--- src/hdl/rscm_pkg.sv ---
// ----------------------------------------------------------------------------
// rscm_pkg: shared types and constants of the rotate source coordinate mapper
// register indexes, fixed field widths and width helpers for the datapath
// ----------------------------------------------------------------------------
package rscm_pkg;

  // fixed field widths
  localparam int unsigned DEST_W       = 13;
  localparam int unsigned SIDE_W       = 13;
  localparam int unsigned COORD_W      = 12;
  localparam int unsigned INDEX_W      = 24;
  localparam int unsigned COEF_W       = 18;
  localparam int unsigned SRC_CENTRE_W = 29;
  localparam int unsigned DST_CENTRE_W = 30;
  localparam int unsigned CFG_DATA_W   = 30;
  localparam int unsigned CFG_IDX_W    = 3;

  // register indexes
  localparam logic [CFG_IDX_W-1:0] REG_COSINE    = 3'd0;
  localparam logic [CFG_IDX_W-1:0] REG_SINE      = 3'd1;
  localparam logic [CFG_IDX_W-1:0] REG_SRC_CX    = 3'd2;
  localparam logic [CFG_IDX_W-1:0] REG_SRC_CY    = 3'd3;
  localparam logic [CFG_IDX_W-1:0] REG_DST_CX    = 3'd4;
  localparam logic [CFG_IDX_W-1:0] REG_DST_CY    = 3'd5;
  localparam logic [CFG_IDX_W-1:0] REG_SRC_W     = 3'd6;
  localparam logic [CFG_IDX_W-1:0] REG_SRC_H     = 3'd7;

  // geometry settings seen by the datapath, sides already clamped
  typedef struct packed {
    logic [SRC_CENTRE_W-1:0] src_cx;
    logic [SRC_CENTRE_W-1:0] src_cy;
    logic [DST_CENTRE_W-1:0] dst_cx;
    logic [DST_CENTRE_W-1:0] dst_cy;
    logic [SIDE_W-1:0]       src_w;
    logic [SIDE_W-1:0]       src_h;
  } cfg_t;

  // width of the centred destination offset
  function automatic int unsigned rx_width(int unsigned fb);
    return ((DEST_W + fb > DST_CENTRE_W) ? DEST_W + fb : DST_CENTRE_W) + 1;
  endfunction

  // coefficient width, wide enough to hold one at reset
  function automatic int unsigned cos_width(int unsigned fb);
    return (fb + 2 > COEF_W) ? fb + 2 : COEF_W;
  endfunction

  // width of the rotated fixed point sum
  function automatic int unsigned sum_width(int unsigned fb);
    return rx_width(fb) + cos_width(fb) - fb + 2;
  endfunction

  // width of the rounded signed pixel coordinate
  function automatic int unsigned px_width(int unsigned fb);
    return (sum_width(fb) + 1 - fb > SIDE_W + 1) ? sum_width(fb) + 1 - fb : SIDE_W + 1;
  endfunction

endpackage

--- src/hdl/rscm_bounds.sv ---
// ----------------------------------------------------------------------------
// rscm_bounds: bounds check and output register
// tests the rounded point against the source and forms the linear index
// ----------------------------------------------------------------------------
module rscm_bounds import rscm_pkg::*; #(
  parameter int unsigned PX_W = 20
) (
  input  logic                   clk_i,
  input  logic                   rst_ni,
  input  logic                   valid_i,
  output logic                   ready_o,
  input  logic signed [PX_W-1:0] px_i,
  input  logic signed [PX_W-1:0] py_i,
  input  cfg_t                   cfg_i,
  output logic                   out_valid_o,
  input  logic                   out_stall_i,
  output logic                   inside_res_o,
  output logic [COORD_W-1:0]     source_x_o,
  output logic [COORD_W-1:0]     source_y_o,
  output logic [INDEX_W-1:0]     source_index_o
);

  localparam int unsigned IDX_FULL_W = 2 * SIDE_W + 1;

  logic                  ld;
  logic                  in_src;
  logic [SIDE_W-1:0]     ux, uy;
  logic [IDX_FULL_W-1:0] idx;

  logic                  out_valid_q;
  logic                  inside_q;
  logic [COORD_W-1:0]    source_x_q, source_y_q;
  logic [INDEX_W-1:0]    source_index_q;

  assign ld      = !out_valid_q || !out_stall_i;
  assign ready_o = ld;

  // inside test and row-major index
  assign in_src = !px_i[PX_W-1] && !py_i[PX_W-1]
               && (px_i < $signed(PX_W'(cfg_i.src_w)))
               && (py_i < $signed(PX_W'(cfg_i.src_h)));
  assign ux  = px_i[SIDE_W-1:0];
  assign uy  = py_i[SIDE_W-1:0];
  assign idx = IDX_FULL_W'(uy) * IDX_FULL_W'(cfg_i.src_w) + IDX_FULL_W'(ux);

  always_ff @(posedge clk_i or negedge rst_ni) begin
    if (!rst_ni) begin
      out_valid_q <= 1'b0;
    end else if (ld) begin
      out_valid_q <= valid_i;
    end
  end

  // result register, background pixels read as zero
  always_ff @(posedge clk_i) begin
    if (ld && valid_i) begin
      inside_q       <= in_src;
      source_x_q     <= in_src ? ux[COORD_W-1:0] : '0;
      source_y_q     <= in_src ? uy[COORD_W-1:0] : '0;
      source_index_q <= in_src ? idx[INDEX_W-1:0] : '0;
    end
  end

  assign out_valid_o    = out_valid_q;
  assign inside_res_o   = inside_q;
  assign source_x_o     = source_x_q;
  assign source_y_o     = source_y_q;
  assign source_index_o = source_index_q;

  // background beats carry no coordinates
  a_background_zero: assert property (@(posedge clk_i) disable iff (!rst_ni)
    out_valid_o && !inside_res_o |->
      source_x_o == '0 && source_y_o == '0 && source_index_o == '0)
    else $error("background beat with non-zero coordinates");

  // an inside beat lies within the source
  a_inside_range: assert property (@(posedge clk_i) disable iff (!rst_ni)
    out_valid_o && inside_res_o |->
      (SIDE_W'(source_x_o) < cfg_i.src_w) && (SIDE_W'(source_y_o) < cfg_i.src_h))
    else $error("inside beat outside the source");

endmodule

--- config.mk ---
export PLATFORM = sky130hd
export DESIGN_NAME = rscm_bounds
export DESIGN_NICKNAME = d
export VERILOG_FILES = /design/src/hdl/rscm_pkg.sv /design/src/hdl/rscm_bounds.sv
export SDC_FILE = /design/constraint.sdc
export NUM_CORES = 1
export LEC_CHECK = 0
export ABC_CLOCK_PERIOD_IN_PS = 3900
export CAP_MARGIN = 25
export CORE_AREA = 5 5 130 132
export CTS_CLUSTER_SIZE = 16
export DETAILED_ROUTE_END_ITERATION = 16
export DIE_AREA = 0 0 135 137
export DONT_BUFFER_PORTS = 1
export PLACE_DENSITY = 0.77
export SYNTH_ARGS = -nofsm -noshare
export SYNTH_HDL_FRONTEND = slang
export SYNTH_SLANG_ARGS = --single-unit
--- constraint.sdc ---
create_clock -name clk_i -period 3.9 [get_ports clk_i]
set_input_delay 0.585 -clock clk_i [delete_from_list [all_inputs] [get_ports clk_i]]
set_output_delay 0.585 -clock clk_i [all_outputs]
set_load 0.05 [all_outputs]
Word level (Yosys, flattened, before mapping)
Index checks and enable logic that the tools add are counted.
W data, S select, Z words.

cells by class
  $lt $le $gt $ge = 2
  shift-type cells = 0
  add/sub/neg operators = 1
  reduce and logical (&&, ||, !) cells = 9
  mux-type cells = 0
  multipliers = 1
  div/mod/pow operators = 0
  equality and inequality tests = 0
  bitwise logic cells = 0

operator list
  operator             count
  $lt A20 B14 Y1       2
  $add A24 B13 Y24     1
  $mul A13 B13 Y24     1
  $logic_and A1 B1 Y1  4
  $logic_not A1 Y1     4
  $logic_or A1 B1 Y1   1

word-level totals
  memories = 0
  flip-flop bits (word level) = 50
  bits in latches = 0
  output and inout port bits = 51
  bits in read-only memories = 0
  RAM bits = 0
  word-level logic and storage cells = 18

Depth between registers and ports, before layout
  depth after elaboration = 4
  mapped depth = 23
  gate-level depth less buffers = 21

Worst setup path before layout
OpenSTA, ideal clock, no wires.

  path type = input -> register
  start point = in cfg_i[17] (netlist bit)
  end point = reg source_index_q[22], in the netlist source_index_o[22], data pin
  arrival time = 5,849 ps
  library setup time = 255 ps
  buffers on the path = 2
  stages on the path = 22
  required time = 3,645 ps
  slack = -2,204 ps
  path through = clkbuf_1 -> nand2_1 -> fa_1 -> inv_1 -> fa_1 -> inv_1 -> fa_1 -> inv_1 -> fa_1 -> fa_1 -> inv_1 -> fa_1 -> inv_1 -> ha_1 -> clkbuf_1 -> a21oi_1 -> o21ai_0 -> a2111o_1 -> a211oi_1 -> o21ai_0 -> a21oi_1 -> and3b_1

on the way
  word-level cells in the longest chain between the ends = 3

ends and longest elaborated chain
  what                                                                      RTL line           RTL
  start: declaration                                                        rscm_bounds.sv:14  input cfg_t cfg_i,
  parallel branches: the longest is 3 deep, another holds $mul A13 B13 Y24  n/a
  end signal: assignment                                                    rscm_bounds.sv:60  source_index_q <= in_src ? idx[INDEX_W-1:0] : '0;
  end: declaration                                                          rscm_bounds.sv:33  logic [INDEX_W-1:0] source_index_q;

Several ways; the timed one is not identified.
A chain may end at the register's enable or synchronous reset.

Worst setup path in the final report
  start point = in py_i[9]
  end point = reg source_index_q[22], in the netlist source_index_o[22], data pin

on the way
  word-level cells in the longest chain between the ends = 2

ends and longest elaborated chain
  what                                                     RTL line                              RTL
  start: declaration                                       rscm_bounds.sv:13                     input logic signed [PX_W-1:0] py_i,
  $mul A13 B13 Y24 or $lt A20 B14 Y1 (tied branches)       rscm_bounds.sv:44, rscm_bounds.sv:41
  $add A24 B13 Y24 or $logic_and A1 B1 Y1 (tied branches)  rscm_bounds.sv:44, rscm_bounds.sv:41

Parallel ways exist; a longest one is shown, timed or not.

==> metrics <==
outcome complete, but fails checks; violations in the final reports setup timing; drt total wl 19,600 um; Clock Skew between 3 and 4 ps; layout cell share with drive strength beyond 1 between 10% and 20%; number of global-route vias before repair 6,434; worst setup slack before clock tree synthesis -1770 ps; final period utilization 135%; number of enable-type register cells in the synthesized netlist 49; maximum number of pins on one net before global-route repair 28; clock slew seen by the registers of the worst setup and hold paths roughly 70 ps; area growth from synthesis to layout 16.1%; drt via density around 5.4; met2 GRT Util between 30 and 40%; antenna fix cells 0; share of flip-flops with an asynchronous set or reset about 2.0%; max frequency about 190 MHz; path class of the lowest-slack min-delay path primary input to register; Avg WL per Cell between 15 and 20 um; worst-path maximum fanout 15; final setup margin -1370 ps; final critical-path required period between 5000 and 6000 ps; reg2reg end source_y_o[7]$_SDFFCE_PN0P_; Worst Path Class, Setup primary input to register; number of instances on the worst hold path 1; I/O pin total 239; non-filler cells in the finished layout around 1,100; maximum vdd ir drop roughly 1.2 mV; met3 GRT Util 3.20%; family with the most delay on the worst path adder cells; count of state elements after synthesis 50; startpoint of the worst-slack reg-to-reg timing path out_valid_o$_DFFE_PN0N_; die width about 140 um; number of filler cells placed in the layout roughly 1,200; Detailed Place HPWL about 16,000 um; CP Data Arrival Time about 5300 ps; max-slew violation total from the final report 0; critical path endpoint category register; H-tree lvl count 2; clock root buffer clkbuf_16; wire length of the first global-routing pass around 32,000 um; layer with the highest usage met2; top library cells by usage in the layout, fill and taps aside inv_1, fa_1, nand2_1; area taken by multi-input logic gates approximately 6600 um^2; clock latency reported for the late side of the worst-skew pair around 300 ps; area taken by flip-flops and latches ~1500 um^2; TritonCTS clock tree built; number of placed cells counting well taps approximately 1,100; leading cell type in the layout, fill and taps excluded inv_1; unrepaired setup endpoints after global routing true; highest cell delay on the worst timing path 540 ps; unique cell type count in the Yosys netlist 47; CP most frequent cell fa_1; Avg Cell Area, Syn roughly 9.5 um^2; detailed-router iteration count before antenna repair 5; share of the synthesized area in the top cell type a little under a third; Final Instance Area 9720 um^2; dpl cell area approximately 9000 um^2; Bufs on Longest Clock Path 2; tightest slew margin relative to the limit 59.7%; worst hold path startpoint valid_i; number of nets at the end of the flow approximately 1,300; core area around 16,000 um^2; cell depth of the worst flop-to-flop path 3; height of the die 137 um; Leakage Power 4.68 nW; type of element launching the critical path primary input; cell type of the slowest stage on the worst timing path fa_1; Overflow after GRT 0; number of vias after detailed routing 6,225; floorplan die area around 18,000 um^2; nets in the synthesized netlist ~1,300; data required time of the critical path between 3000 and 4000 ps; total negative setup slack -19,570 ps; Antenna Violating Nets Remaining 0; pin slew with the least headroom to its limit between 600 and 700 ps; ranking of synthesized cells by area fa_1, edfxtp_1, ha_1; initial antenna violation count 0; max_cap viols 0; final setup violation count 19; areal power density over the cells about 1100 nW/um^2; CTS Buf Count 5; cell area after synthesis ~8400 um^2; cell taking the most area after synthesis fa_1; register-to-register setup slack 1460 ps; part of the Yosys area used for sequential elements 17.9%; number of warnings reported in the yosys synthesis log 0; met1 layer usage reported by global route about a quarter; number of rows created at floorplan 46; drt first-iter violations 326; Buf/Inv on CP 4; total clock sinks 50; Final Wtd Congestion ~0.92; global router's overall resource usage 21.6%; cells traversed along the worst timing path and2_4, fa_1, inv_1, fa_1, inv_1, fa_1, fa_2, fa_1, inv_2, fa_1, inv_2, ha_4, a21oi_4, o21ai_2, a2111o_1, a211oi_2, o21ai_1, a21oi_1, and3b_1; DRC 0; Port Buffer Count 0; Starting Density 53.7%; destination of the worst hold path out_valid_o$_DFFE_PN0N_; final hold violation count 0; Main synth FF type edfxtp_1; gate count after technology mapping 883
through the flow:
| step | hold slack (ps) | utilization (%) | total power [mW] |
|---|---|---|---|
| 2_1_floorplan | 289 | - | 5.96 |
| 3_3_place_gp | 289 | 58.8 | 8.35 |
| 3_5_place_dp | 289 | 58.8 | 8.46 |
| 6_report | 393 | 62.3 | 10.7 |
| 5_1_grt | 406 | 62.3 | 11.8 |
| 4_1_cts | 392 | 61.1 | 9.91 |
synthesized netlist by cell type (12+ instances only):
| cell type | instances |
|---|---|
| clkbuf_1 | 30 |
| a21oi_1 | 23 |
| nor2_1 | 12 |
| nor4_1 | 16 |
| nand2_1 | 108 |
| xnor2_1 | 12 |
| fa_1 | 129 |
| ha_1 | 103 |
| o21ai_0 | 17 |
| and2_1 | 108 |
| inv_1 | 185 |
| edfxtp_1 | 49 |
state kept, by name, summed over array words and instances, names as in the netlist:
| signal | flops |
|---|---|
| inside_res_o | 1 |
| source_index_o | 24 |
| source_x_o | 12 |
| source_y_o | 12 |
| out_valid_o | 1 |
worst max path at each step:
stage	cells past startpoint	to	slack (ps)	from
6_report	19	source_index_o[22]$_SDFFCE_PN0P_	-1370	py_i[9]
5_1_grt	19	source_index_o[21]$_SDFFCE_PN0P_	-1510	cfg_i[14]
3_5_place_dp	19	source_index_o[22]$_SDFFCE_PN0P_	-1770	py_i[8]
3_3_place_gp	19	source_index_o[22]$_SDFFCE_PN0P_	-1710	py_i[8]
4_1_cts	19	source_index_o[22]$_SDFFCE_PN0P_	-1390	py_i[11]
2_1_floorplan	21	source_index_o[22]$_SDFFCE_PN0P_	-1790	cfg_i[16]
power breakdown:
group          internal [mW]  switching, mW
combinational           4.87           4.70
clock                  0.240          0.211
sequential             0.611         0.0799
total                   5.73           4.99
cell type report:
cell class	count	area share, %
timing repair buffer	70	5.70
sequential	50	15.4
inverter	185	7.14
tap	216	2.78
clock buffer	5	1.29
clock inverter	3	0.245
multi-input combinational	615	67.5
repair_timing:
item,in CTS,in global routing
hold buffers,1,0
resized for setup,36,39
setup buffers,4,6
pin swaps,21,34
cloned,0,0
hold endpoints to repair,1,0
endpoints found under the setup margin,19,19
layer usage:
metal | up-vias | wire (um) | share of wire (%)
met4 | 0 | 477 | 2.4
li1 | 2872 | - | -
met3 | 38 | 980 | 5.0
met2 | 175 | 10600 | 54
met5 | - | 0 | 0
met1 | 3140 | 7530 | 38
worst reg2reg max path: cells and delay by family, from the launching register on:
| family | cells | cell delay, ps |
|---|---|---|
| buf+inv | 1 | 420 |
| flops | 1 | 560 |
| simple gates | 2 | 1120 |
cells by family (layout without fill, tap and decap cells):
logic type | count (synthesis) | after routing | synth area share [%]
buffers and inverters | 218 | 263 | 9.84
DFF | 50 | 50 | 17.9
adders and majority gates | 232 | 232 | 46.2
xor gates and xnor gates | 21 | 21 | 2.20
AOI/OAI and AO/OA | 81 | 81 | 6.42
and+or+nand+nor | 281 | 281 | 17.5
Power figures use the tool's default switching activity.
