--- src/hdl/rscm_pkg.sv ---
// ----------------------------------------------------------------------------
// rscm_pkg: shared types and constants of the rotate source coordinate mapper
// register indexes, fixed field widths and width helpers for the datapath
// ----------------------------------------------------------------------------
package rscm_pkg;

  // fixed field widths
  localparam int unsigned DEST_W       = 13;
  localparam int unsigned SIDE_W       = 13;
  localparam int unsigned COORD_W      = 12;
  localparam int unsigned INDEX_W      = 24;
  localparam int unsigned COEF_W       = 18;
  localparam int unsigned SRC_CENTRE_W = 29;
  localparam int unsigned DST_CENTRE_W = 30;
  localparam int unsigned CFG_DATA_W   = 30;
  localparam int unsigned CFG_IDX_W    = 3;

  // register indexes
  localparam logic [CFG_IDX_W-1:0] REG_COSINE    = 3'd0;
  localparam logic [CFG_IDX_W-1:0] REG_SINE      = 3'd1;
  localparam logic [CFG_IDX_W-1:0] REG_SRC_CX    = 3'd2;
  localparam logic [CFG_IDX_W-1:0] REG_SRC_CY    = 3'd3;
  localparam logic [CFG_IDX_W-1:0] REG_DST_CX    = 3'd4;
  localparam logic [CFG_IDX_W-1:0] REG_DST_CY    = 3'd5;
  localparam logic [CFG_IDX_W-1:0] REG_SRC_W     = 3'd6;
  localparam logic [CFG_IDX_W-1:0] REG_SRC_H     = 3'd7;

  // geometry settings seen by the datapath, sides already clamped
  typedef struct packed {
    logic [SRC_CENTRE_W-1:0] src_cx;
    logic [SRC_CENTRE_W-1:0] src_cy;
    logic [DST_CENTRE_W-1:0] dst_cx;
    logic [DST_CENTRE_W-1:0] dst_cy;
    logic [SIDE_W-1:0]       src_w;
    logic [SIDE_W-1:0]       src_h;
  } cfg_t;

  // width of the centred destination offset
  function automatic int unsigned rx_width(int unsigned fb);
    return ((DEST_W + fb > DST_CENTRE_W) ? DEST_W + fb : DST_CENTRE_W) + 1;
  endfunction

  // coefficient width, wide enough to hold one at reset
  function automatic int unsigned cos_width(int unsigned fb);
    return (fb + 2 > COEF_W) ? fb + 2 : COEF_W;
  endfunction

  // width of the rotated fixed point sum
  function automatic int unsigned sum_width(int unsigned fb);
    return rx_width(fb) + cos_width(fb) - fb + 2;
  endfunction

  // width of the rounded signed pixel coordinate
  function automatic int unsigned px_width(int unsigned fb);
    return (sum_width(fb) + 1 - fb > SIDE_W + 1) ? sum_width(fb) + 1 - fb : SIDE_W + 1;
  endfunction

endpackage

--- src/hdl/rscm_cfg_regs.sv ---
// ----------------------------------------------------------------------------
// rscm_cfg_regs: configuration registers
// write-only register file for rotation coefficients, centres and source size
// ----------------------------------------------------------------------------
module rscm_cfg_regs import rscm_pkg::*; #(
  parameter int unsigned FRACTION_BITS = 16,
  parameter int unsigned MAX_SIDE      = 4096,
  parameter int unsigned COS_W         = 18
) (
  input  logic                    clk_i,
  input  logic                    rst_ni,
  input  logic                    cfg_we_i,
  input  logic [CFG_IDX_W-1:0]    cfg_index_i,
  input  logic [CFG_DATA_W-1:0]   cfg_wdata_i,
  output logic signed [COS_W-1:0] cos_o,
  output logic signed [COS_W-1:0] sin_o,
  output cfg_t                    cfg_o
);

  logic signed [COS_W-1:0]  cos_q, sin_q;
  logic [SRC_CENTRE_W-1:0]  src_cx_q, src_cy_q;
  logic [DST_CENTRE_W-1:0]  dst_cx_q, dst_cy_q;
  logic [SIDE_W-1:0]        src_w_q, src_h_q;

  // register writes, coefficients sign-extended from their field
  always_ff @(posedge clk_i or negedge rst_ni) begin
    if (!rst_ni) begin
      cos_q    <= COS_W'(1) << FRACTION_BITS;
      sin_q    <= '0;
      src_cx_q <= '0;
      src_cy_q <= '0;
      dst_cx_q <= '0;
      dst_cy_q <= '0;
      src_w_q  <= '0;
      src_h_q  <= '0;
    end else if (cfg_we_i) begin
      case (cfg_index_i)
        REG_COSINE: cos_q    <= COS_W'($signed(cfg_wdata_i[COEF_W-1:0]));
        REG_SINE:   sin_q    <= COS_W'($signed(cfg_wdata_i[COEF_W-1:0]));
        REG_SRC_CX: src_cx_q <= cfg_wdata_i[SRC_CENTRE_W-1:0];
        REG_SRC_CY: src_cy_q <= cfg_wdata_i[SRC_CENTRE_W-1:0];
        REG_DST_CX: dst_cx_q <= cfg_wdata_i[DST_CENTRE_W-1:0];
        REG_DST_CY: dst_cy_q <= cfg_wdata_i[DST_CENTRE_W-1:0];
        REG_SRC_W:  src_w_q  <= cfg_wdata_i[SIDE_W-1:0];
        REG_SRC_H:  src_h_q  <= cfg_wdata_i[SIDE_W-1:0];
        default: ;
      endcase
    end
  end

  // oversized sides are limited to the largest supported side
  assign cos_o        = cos_q;
  assign sin_o        = sin_q;
  assign cfg_o.src_cx = src_cx_q;
  assign cfg_o.src_cy = src_cy_q;
  assign cfg_o.dst_cx = dst_cx_q;
  assign cfg_o.dst_cy = dst_cy_q;
  assign cfg_o.src_w  = ({19'd0, src_w_q} > 32'(MAX_SIDE)) ? SIDE_W'(MAX_SIDE) : src_w_q;
  assign cfg_o.src_h  = ({19'd0, src_h_q} > 32'(MAX_SIDE)) ? SIDE_W'(MAX_SIDE) : src_h_q;

endmodule

--- config.mk ---
export PLATFORM = sky130hd
export DESIGN_NAME = rscm_cfg_regs
export DESIGN_NICKNAME = d
export VERILOG_FILES = /design/src/hdl/rscm_pkg.sv /design/src/hdl/rscm_cfg_regs.sv
export SDC_FILE = /design/constraint.sdc
export NUM_CORES = 1
export LEC_CHECK = 0
export BUFFER_PORTS_ARGS = -buffer_cell sky130_fd_sc_hd__clkbuf_2
export CAP_MARGIN = 20
export CORE_MARGIN = 2
export CORE_UTILIZATION = 30
export CTS_BUF_LIST = sky130_fd_sc_hd__clkbuf_4
export DETAILED_ROUTE_END_ITERATION = 6
export GPL_TIMING_DRIVEN = 0
export PLACE_DENSITY_LB_ADDON = 0.1
export SYNTH_ARGS = -nofsm -noshare
export SYNTH_HDL_FRONTEND = slang
export SYNTH_SLANG_ARGS = --single-unit
--- constraint.sdc ---
create_clock -name clk_i -period 1.3 [get_ports clk_i]
set_clock_uncertainty 0.1 [all_clocks]
set_input_delay 0.26 -clock clk_i [delete_from_list [all_inputs] [get_ports clk_i]]
set_output_delay 0.26 -clock clk_i [all_outputs]
set_load 0.02 [all_outputs]
# --- Yosys cells after proc, flatten, opt, wreduce, memory -nomap -nowiden ---
# Cells that the tools add are included.
word_totals:
  rom_bits: 0
  input_bits: 36
  latchBits: 0
  ramBits: 0
  regBits: 180
  mem_count: 0
op_classes:
  eq_ne: 7
  muxes: 2
  n_mul: 0
  div_mod_pow: 0
  addsub: 0
  n_reduce_logical: 9
  shifts: 0
  order_cmp: 2
  bitwise_logic: 0
ops:
  columns: ["cell", "count"]
  rows:
  - ["$gt A13 B13 Y1 const B", 2]
  - ["$mux W13", 2]
  - ["$reduce_and A2 Y1", 8]
  - ["$eq A3 B3 Y1 const B", 4]
  - ["$eq A3 B2 Y1 const B", 2]
  - ["$eq A3 B1 Y1 const B", 1]
  - ["$logic_not A3 Y1", 1]

# --- Logic depth before layout (Yosys ltp) ---
# Gate-level depths: netlist (run 1).
depth:
  word_depth: 2
  depth_mapped: 4

# --- Least setup slack after synthesis (run 1) ---
# Ideal clock, no wire load.
synth_timing:
  path_type: "input-to-reg"
  from: "input port cfg_index_i[1]"
  to: "register cos_q[10] (netlist: cos_o[10])"
  cell_stages: 3
  setup_ns: 0.125
  t_required_ns: 1.075
  n_path_buf: 1
  setup_slack_ns: -0.212
  arrival_time_ns: 1.287
  path_cell_list: "nor4b_4 -> buf_6 -> mux2_2"
synth_between:
  elab_chain_len: 2
synth_rtl:
  columns: ["item", "line_no", "rtl"]
  rows:
  - ["start: declaration", "rscm_cfg_regs.sv:13", "input logic [CFG_IDX_W-1:0] cfg_index_i,"]
  - ["$logic_not A3 Y1", "rscm_cfg_regs.sv:37", "case (cfg_index_i)"]
  - ["$reduce_and A2 Y1 (no source line)", null, null]
  - ["end signal: assignment", "rscm_cfg_regs.sv:28", "cos_q <= COS_W'(1) << FRACTION_BITS;"]
  - ["end signal: assignment", "rscm_cfg_regs.sv:38", "REG_COSINE: cos_q <= COS_W'($signed(cfg_wdata_i[COEF_W-1:0]));"]
  - ["end: declaration", "rscm_cfg_regs.sv:20", "logic signed [COS_W-1:0] cos_q, sin_q;"]
# Every way passes these cells.
# A chain may end at the register's enable or synchronous reset.

==> results.tsv, run 1 <==
metric	value	unit
clock latency at the later pin of the worst-skew pair	0.54	ns
count of clock tree sinks	180	
clk buf depth	2	
max-capacitance violation count	0	
number of H-tree levels	4	
area of the mapped netlist	6910	µm²
simple-gate area share of the yosys netlist	0.0353	
IR Drop Worst-Case VDD	0.702	mV
share of the synthesized area in compound gates (AO/OA/AOI/OAI)	0	
Total Die Area	24300	µm²
vias post-DR	4572	
antenna violations before repair	1	
f_max	0.557	GHz
count of filler cells inserted in the layout	2020	
cells along the critical path	buf_8 > nor2b_1 > buf_4	
met1 demand-to-capacity share in global routing	0.196	
total of hold buffers inserted after clock tree synthesis	30	
Fin Hold WS	-0.376	ns
total overflow reported by the global router	0	
die height	156	µm
transition time at the pin with the least slew margin	0.741	ns
Vias/cell	4.49	
number of synthesis warnings	0	
Pwr per Cell Area	1690	nW/µm²
mean instance size in the synthesized netlist	16.7	µm²
HPWL after detailed placement	12500	µm
xor/xnor cell area share of the yosys netlist	0	
post-synthesis register bit count	180	
Most Crowded Layer GR	met2	
worst relative slew slack	0.506	
synthesized net count	449	
largest net degree at the start of global routing	95	
shortest period the worst path allows	1.80	ns
buffers and inverters on the worst path	2	
sequential element share of the synthesized area	0.652	
# port buffers	215	
first-pass GRT wire length	28300	µm
maximum fanout along the worst path	10	
adder and majority gate portion of the synthesized area	0	
met2 layer usage reported by global route	0.255	
number of different library cells in the post-synthesis netlist	13	
dominant combinational cell family by area after synthesis	multiplexers	
mux contribution to synthesized area	0.293	
Reg clk slew, reported paths	0.16	ns
number of DRC violations after detailed routing	0	
TritonCTS clock tree	done	
minimum setup slack in the final design	-0.496	ns
Setup violations, final	180	
final antenna-violating net count	0	
Final Core Density	0.472	
data required time at the worst endpoint	0.94	ns
standard cell core area	22600	µm²
library cell contributing the largest single delay on the critical path	sky130_fd_sc_hd__dfrtp_1	
power after layout	18.1	mW
proportion of layout cells with a drive suffix above 1	0.692	
fin. max-slew vios	0	
Initial DRC Count	97	
critical path arrival	1.44	ns
RSZ-0062 raised after global routing	true	
result of the run	finished, violations left	
Horiz. Die Dim	156	µm
Reg2Reg Launch Point	src_cx_q[23]	
sort of element at the start of the critical path	flop	
I/O pin count	216	
standard-cell rows	55	
synthesis-to-finish area growth	54.8	%
maximum single-stage delay on the critical path	0.43	ns
drt first pass iters	4	
Critical Path End Type	primary output	
vias in the first global route	4879	
routed len/inst	18.3	µm
gate family responsible for the most delay along the worst path	flip-flops	
leakage power of the design	4.96	nW
met3 GRT Util	0.0489	
Final period util	1.38	
Worst Hold Class	in2async	
placer's final routability congestion estimate	0.679	
nets	756	
post-synthesis cell count	413	
Clock Tree Root	sky130_fd_sc_hd__clkbuf_4	
sum of routed wire length over all layers	18700	µm
Setup Crit Path Kind	reg2out	
total track usage	0.154	
launch point of the critical path	src_w_q[12]	
number of CTS-inserted buffers	17	
initial core utilization	0.305	
number of hold violations in the final report	85	
violations in the final reports	hold timing, setup timing	
==> final timing paths <==
kind	endpoint	slack (ns)	cells past startpoint
worst min-delay path	src_cx_q[24]	-0.38	1
min in group clk_i	src_h_q[12]	0.19	3
worst min register to register	src_w_q[3]	0.42	1
max in group asynchronous	src_w_q[3]	0.54	2
worst max register to register	src_cx_q[23]	0.16	3
worst max-delay path	cfg_o[20]	-0.50	3
==> cell usage after synthesis, drive strengths merged <==
cell type,number,share of area
mux2,180,0.29
dfrtp,179,0.65
nor2b,24,0.022
buf,17,0.017
clkbuf,4,0.0022
and4bb,3,0.0054
nand4b,3,0.0038
dfstp,1,0.0038
nand4,1,0.00091
nor4b,1,0.0034
==> cell families after synthesis <==
logic type,count (synthesis)
buf+inv,21
flops,180
mux,180
simple gates,32
==> power breakdown <==
group | switching (mW) | internal [mW]
registers | 0.847 | 6.83
logic | 3.06 | 3.99
clock network | 2.02 | 1.35
==> flip-flops by register name, summed over array words and instances (netlist names) <==
signal    flops
src_h_q      13
sin_o        18
dst_cx_q     30
src_cx_q     29
src_w_q      13
cos_o        18
dst_cy_q     30
src_cy_q     29
==> routing by layer <==
metal / vias to the layer above / part of all wire / wire (µm)
met5: - / 0 / 0
met4: 0 / 0.0068 / 127
met1: 2367 / 0.43 / 8080
li1: 2072 / - / -
met2: 126 / 0.49 / 9190
met3: 7 / 0.067 / 1250
==> placed cells by master, fill, tap and decap left out, types with 3 or more instances in the layout <==
cell                            netlist  final
sky130_fd_sc_hd__mux2_4               0     20
sky130_fd_sc_hd__dfrtp_1            179    179
sky130_fd_sc_hd__clkbuf_8             0     19
sky130_fd_sc_hd__buf_4                1     55
sky130_fd_sc_hd__buf_2               11      6
sky130_fd_sc_hd__clkinv_1             0      4
sky130_fd_sc_hd__clkbuf_2             0     34
sky130_fd_sc_hd__buf_8                0      8
sky130_fd_sc_hd__buf_6                5    153
sky130_fd_sc_hd__clkbuf_4             0     17
sky130_fd_sc_hd__mux2_2             179    160
sky130_fd_sc_hd__nor2b_4              0     13
sky130_fd_sc_hd__nor2b_2              0      4
sky130_fd_sc_hd__inv_6                0      3
sky130_fd_sc_hd__dlygate4sd3_1        0     30
sky130_fd_sc_hd__nor2b_1             24      7
sky130_fd_sc_hd__and4bb_2             3      3
sky130_fd_sc_hd__bufinv_16            0      3
sky130_fd_sc_hd__nand4b_1             3      3
==> metrics by stage <==
stage | worst slack [ns] | hold WS (ns) | setup TNS (ns) | instances | area [µm²]
2_1_floorplan | -0.212 | -0.136 | -3.56 | 413 | 7010
4_1_cts | -0.606 | -0.424 | -54.91 | 1005 | 9580
5_1_grt | -0.613 | -0.395 | -56.30 | 1019 | 10700
6_report | -0.496 | -0.376 | -36.63 | 1019 | 10700
3_5_place_dp | -0.874 | 0.264 | -74.91 | 914 | 8470
3_3_place_gp | -3.42 | 0.379 | -671.79 | 913 | 8440
==> timing repair <==
| action | in CTS | in global routing |
|---|---|---|
| setup endpoints to repair | 192 | 180 |
| pin swaps | 1 | 0 |
| gates cloned | 0 | 0 |
| resized for setup | 76 | 476 |
| hold endpoints to repair | 265 | 85 |
| setup buffers | 29 | 13 |
==> area by class of cell <==
class                   count  area (µm²)  area share
flip-flops and latches    180        4510       0.421
diodes                      1        2.50    0.000234
clock inverters            15         175      0.0164
well taps                 285         357      0.0333
multi-input cells         212        2450       0.229
repair buffers            288        2890       0.270
clock buffers              17         128      0.0119
plain buffers              21         181      0.0170
Note: power is estimated with default switching activity, not from simulation.
==> inputs of run 2 (changes only) <==
BUFFER_PORTS_ARGS = -buffer_cell sky130_fd_sc_hd__buf_2   (was -buffer_cell sky130_fd_sc_hd__clkbuf_2)
==> results.tsv, run 2 (synthesis results as in run 1) <==
metric	value	unit	change
result of the run	finished, violations left		
violations in the final reports	setup timing		
largest net degree at the start of global routing	100		+5.3%
drt first pass iters	3		-1
nets	752		-0.53%
final antenna-violating net count	0		unchanged
die height	156	µm	unchanged
sum of routed wire length over all layers	18700	µm	about the same
Post-Layout Inst Area	10500	µm²	-1.9%
vias in the first global route	4939		+1.2%
Reg clk slew, reported paths	0.16	ns	about the same
total overflow reported by the global router	0		unchanged
RSZ-0062 raised after global routing	true		
maximum single-stage delay on the critical path	0.44	ns	about the same
Net Switching	5.87	mW	-0.98%
# port buffers	215		unchanged
biggest registers after layout	dst_cx_q x30, dst_cy_q x30		
count of filler cells inserted in the layout	2022		+0.099%
Final period util	1.36		-0.0174
f_max	0.564	GHz	+1.3%
Pwr per Cell Area	1680	nW/µm²	-0.52%
number of hold violations in the final report	0		-100%
standard-cell rows	55		unchanged
standard cell core area	22600	µm²	unchanged
cell internal power dissipation	11.8	mW	-3.1%
count of clock tree sinks	180		unchanged
Vias/cell	4.45		-0.73%
initial core utilization	0.305		unchanged
post-place instance area	8480	µm²	about the same
leakage power of the design	4.85	nW	-2.2%
number of H-tree levels	4		unchanged
Worst Hold Class	in2async		
cell mode on critical path	sky130_fd_sc_hd__buf_4		
library cell contributing the largest single delay on the critical path	sky130_fd_sc_hd__dfrtp_2		
sequential cell fraction of total power	0.435		+0.011
commonest non-fill, non-tap cell in the layout	sky130_fd_sc_hd__dfrtp_1		
clock latency at the later pin of the worst-skew pair	0.55	ns	about the same
fin. max-slew vios	0		unchanged
leading cell types in the layout, fill and taps excluded	sky130_fd_sc_hd__dfrtp_1, sky130_fd_sc_hd__buf_6, sky130_fd_sc_hd__mux2_2, sky130_fd_sc_hd__buf_4, sky130_fd_sc_hd__buf_2		
minimum setup slack in the final design	-0.473	ns	+0.0226 ns
vias post-DR	4521		-1.1%
Horiz. Die Dim	156	µm	unchanged
clock network power share	0.181		-0.005
Initial DRC Count	102		+5.2%
sort of element at the start of the critical path	flop		
TritonCTS clock tree	done		
Total Die Area	24300	µm²	unchanged
placer's final routability congestion estimate	0.678		-0.12%
data required time at the worst endpoint	0.94	ns	about the same
transition time at the pin with the least slew margin	0.518	ns	-0.222 ns
first-pass GRT wire length	28700	µm	+1.5%
total track usage	0.157		+0.00305
Final Core Density	0.463		-0.00890
antenna violations before repair	1		unchanged
clk buf depth	2		unchanged
synthesis-to-finish area growth	51.8	%	
shortest period the worst path allows	1.77	ns	-0.0226 ns
number of DRC violations after detailed routing	0		unchanged
proportion of layout cells with a drive suffix above 1	0.689		-0.00306
Setup violations, final	180		unchanged
switching portion of total power	0.332		+0.00474
worst relative slew slack	0.654		+0.148
HPWL after detailed placement	12400	µm	-0.81%
number of CTS-inserted buffers	17		unchanged
combinational share of power	0.383		-0.007
final-layout setup total negative slack	-37.42	ns	-0.792 ns
Critical Path End Type	primary output		
maximum fanout along the worst path	4		-6
power after layout	17.7	mW	-2.4%
Setup Slack @ Placement	-0.877	ns	-0.00233 ns
Clock Tree Root	sky130_fd_sc_hd__clkbuf_4		
routed len/inst	18.4	µm	+0.44%
I/O pin count	216		unchanged
IR Drop Worst-Case VDD	0.653	mV	-7.0%
critical path arrival	1.41	ns	-0.03 ns
max-capacitance violation count	0		unchanged
cells along the critical path	buf_4 > nor2b_1 > buf_4		
Setup Crit Path Kind	reg2out		
## run 2: changes by cell type in the layout (fill, tap and decap cells not counted), sizes merged
cell / change
bufinv: -1
clkbuf: -52
buf: +48
dlygate4sd3: +1
## run 2: worst paths after layout
check                          startpoint           end  slack (ns)  cells past startpoint
setup / recovery              src_w_q[12]     cfg_o[14]       -0.47                      3
hold / removal                     rst_ni  src_cx_q[24]        0.09                      2
setup reg to reg             src_cx_q[15]  src_cx_q[15]        0.17                      3
hold reg to reg                src_h_q[8]    src_h_q[8]        0.41                      1
max in group asynchronous          rst_ni   src_w_q[12]        0.16                      3
min in group clk_i         cfg_index_i[1]    src_h_q[0]        0.20                      3
## run 2: per-stage QoR
stage               std cells  hold slack (ns)
floorplan                 413           -0.136
global placement          913            0.379
detailed placement        914            0.187
CTS                      1004            0.115
global route             1015           0.0469
finish                   1015           0.0870
## run 2: routing by layer
| metal | up-vias | global-route usage | wire length, µm |
|---|---|---|---|
| met5 | - | 0 | 0 |
| met4 | 0 | 0.0389 | 145 |
| met3 | 8 | 0.0506 | 1130 |
| met2 | 128 | 0.264 | 9210 |
| met1 | 2322 | 0.197 | 8180 |
| li1 | 2063 | - | - |
## run 2: what timing repair did
item                                   CTS  global route
pin swaps                                1             0
hold buffers                            31             0
endpoints found under the hold margin  261             0
buffers inserted                        27            10
gates resized for setup                346            22
setup endpoints to repair              192           260
## run 2: critical path, delay by kind of cell, from the launching register on
kind                   cells  cell delay [ns]
buffers and inverters      2             0.32
flip-flops                 1             0.44
AND/OR/NAND/NOR            1             0.11
## run 2: area by class of cell
type                            instances  area, µm²  area share
Antenna cell                            1       2.50    0.000238
Sequential cell                       180       4510       0.430
Timing Repair Buffer                  284       2770       0.264
Clock inverter                         14        149      0.0142
Clock buffer                           18        135      0.0129
Buffer                                 21        176      0.0168
Multi-Input combinational cell        212       2400       0.228
Tap cell                              285        357      0.0340
## run 2: power by group through the flow
stage	clock network (mW)	logic, mW	registers [mW]
2_1_floorplan	0	1.64	8.83
3_3_place_gp	0	4.86	7.49
3_5_place_dp	0	4.90	7.55
4_1_cts	3.40	6.66	7.68
5_1_grt	3.66	7.15	7.84
6_report	3.20	6.77	7.68
==> inputs of run 3 (changes only) <==
BUFFER_PORTS_ARGS = default   (was -buffer_cell sky130_fd_sc_hd__buf_2)
CTS_BUF_LIST = sky130_fd_sc_hd__clkbuf_16   (was sky130_fd_sc_hd__clkbuf_4)
DONT_BUFFER_PORTS = 1   (was default)
==> results.tsv, run 3 (synthesis results as in run 1) <==
metric	value	unit	change
result of the run	finished, violations left		
violations in the final reports	hold timing, setup timing		
combinational share of power	0.145		-0.238
number of hold violations in the final report	180		+180
switching portion of total power	0.325		-0.00786
vias in the first global route	3971		-20%
sequential cell fraction of total power	0.541		+0.106
sort of element at the start of the critical path	flop		
Reg clk slew, reported paths	0.07	ns	-0.09 ns
I/O pin count	216		unchanged
buffers and inverters on the worst path	1		-1
proportion of layout cells with a drive suffix above 1	0.626		-0.0626
final-layout setup total negative slack	-8.40	ns	+29.01 ns
number of CTS-inserted buffers	17		unchanged
Vias/cell	4.77		+7.1%
depth of the critical timing path with buffers and inverters included	2		-1
transition time at the pin with the least slew margin	0.398	ns	-0.121 ns
IR Drop Worst-Case VDD	0.717	mV	+9.8%
synthesis-to-finish area growth	25.0	%	
leading cell types in the layout, fill and taps excluded	sky130_fd_sc_hd__mux2_2, sky130_fd_sc_hd__dfrtp_1, sky130_fd_sc_hd__dfrtp_2, sky130_fd_sc_hd__dlygate4sd3_1, sky130_fd_sc_hd__nor2b_4		
clock network power share	0.314		+0.133
first-pass GRT wire length	26100	µm	-9.2%
HPWL after detailed placement	11400	µm	-7.7%
cell internal power dissipation	11.4	mW	-3.1%
total of hold buffers inserted after clock tree synthesis	30		-3.2%
Total Die Area	24300	µm²	unchanged
standard-cell rows	55		unchanged
Worst Hold Class	in2async		
critical path arrival	1.30	ns	-0.11 ns
library cell contributing the largest single delay on the critical path	sky130_fd_sc_hd__dfrtp_2		
biggest registers after layout	dst_cx_q x30, dst_cy_q x30		
Setup violations, final	27		-85%
maximum single-stage delay on the critical path	0.45	ns	about the same
drt first pass iters	4		+1
placer's final routability congestion estimate	0.676		-0.29%
Initial DRC Count	146		+43%
shortest period the worst path allows	1.66	ns	-0.112 ns
RSZ-0062 raised after global routing	true		
Reg2Reg Launch Point	src_h_q[12]		
leakage power of the design	3.70	nW	-24%
max-capacitance violation count	0		unchanged
total track usage	0.146		-0.0115
Fin Hold WS	-0.566	ns	-0.653 ns
standard cell core area	22600	µm²	unchanged
nets	507		-33%
number of H-tree levels	4		unchanged
clock latency at the later pin of the worst-skew pair	0.42	ns	-0.13 ns
gate family responsible for the most delay along the worst path	flip-flops		
clk buf depth	2		unchanged
final antenna-violating net count	0		unchanged
Final period util	1.28		-0.0865
TritonCTS clock tree	done		
cells along the critical path	clkbuf_16 > nor2b_4		
Final Core Density	0.381		-0.0820
sum of routed wire length over all layers	17600	µm	-5.5%
worst reg2reg path depth	2		-1
Pwr per Cell Area	1960	nW/µm²	+16%
minimum setup slack in the final design	-0.361	ns	+0.112 ns
die height	156	µm	unchanged
Horiz. Die Dim	156	µm	unchanged
worst relative slew slack	0.735		+0.0805
Clock Tree Root	sky130_fd_sc_hd__clkbuf_16		
fin. max-slew vios	0		unchanged
number of DRC violations after detailed routing	0		unchanged
commonest non-fill, non-tap cell in the layout	sky130_fd_sc_hd__mux2_2		
initial core utilization	0.305		unchanged
Antenna diodes	0		-1
total overflow reported by the global router	0		unchanged
Setup Crit Path Kind	reg2out		
# port buffers	0		-100%
Net Switching	5.49	mW	-6.5%
count of clock tree sinks	180		unchanged
vias post-DR	3670		-19%
endpoint of the worst-slack reg-to-reg timing path	src_h_q[12]		
routed len/inst	22.9	µm	+25%
Critical Path End Type	primary output		
maximum fanout along the worst path	10		+6
data required time at the worst endpoint	0.94	ns	about the same
count of filler cells inserted in the layout	2117		+4.7%
antenna violations before repair	0		-1
register-to-register setup slack	0.15	ns	-0.02 ns
f_max	0.602	GHz	+6.8%
largest net degree at the start of global routing	181		+81%
-- run 3: how the worst max path moves through the flow --
stage	slack [ns]	end	startpoint
detailed placement	-0.68	cos_o[7]	cfg_index_i[1]
floorplan	-0.21	cos_o[10]	cfg_index_i[1]
global route	-0.42	cfg_o[20]	src_w_q[12]
CTS	-0.39	cfg_o[11]	src_h_q[12]
global placement	-0.66	cos_o[7]	cfg_index_i[1]
finish	-0.36	cfg_o[9]	src_h_q[12]
-- run 3: worst reg2reg max path, delay by kind of cell, from the launching register on --
kind                   cells  cell delay, ns
muxes                      1            0.27
DFF                        1            0.45
buffers and inverters      1            0.21
-- run 3: timing repair --
action,in CTS,in global routing
pin swaps,1,0
cloned,0,1
gates resized for setup,71,30
endpoints found under the hold margin,360,180
endpoints found under the setup margin,46,55
setup buffers,8,0
-- run 3: area by class of cell --
cell class	instances	area, µm²	share of cell area
Buffer	21	219	0.0254
Clock buffer	17	425	0.0493
Clock inverter	15	178	0.0206
Multi-Input combinational cell	212	2530	0.293
Sequential cell	180	4550	0.527
Tap cell	285	357	0.0413
Timing Repair Buffer	39	383	0.0443
-- run 3: power by group through the flow --
stage                     combinational, mW  clock (mW)  sequential (mW)
final                                  2.45        5.32             9.15
after global routing                   2.63        5.77             9.32
after CTS                              2.47        5.54             9.14
after detailed placement               1.89           0             9.21
after global placement                 1.84           0             9.21
after floorplan                        1.64           0             8.83
-- run 3: layer usage --
metal | wire length (µm) | vias up | global-route usage
li1 | - | 1576 | -
met1 | 7690 | 1958 | 0.183
met2 | 8250 | 129 | 0.228
met3 | 1540 | 7 | 0.0636
met4 | 148 | 0 | 0.0446
met5 | 0 | - | 0
-- run 3: stage by stage --
stage	power, mW	std cells	instance area, µm²	worst slack (ns)
6_report	16.9	769	8640	-0.361
5_1_grt	17.7	769	8640	-0.420
4_1_cts	17.2	768	8590	-0.391
3_5_place_dp	11.1	698	7360	-0.681
3_3_place_gp	11.0	698	7360	-0.656
2_1_floorplan	10.5	413	7010	-0.212
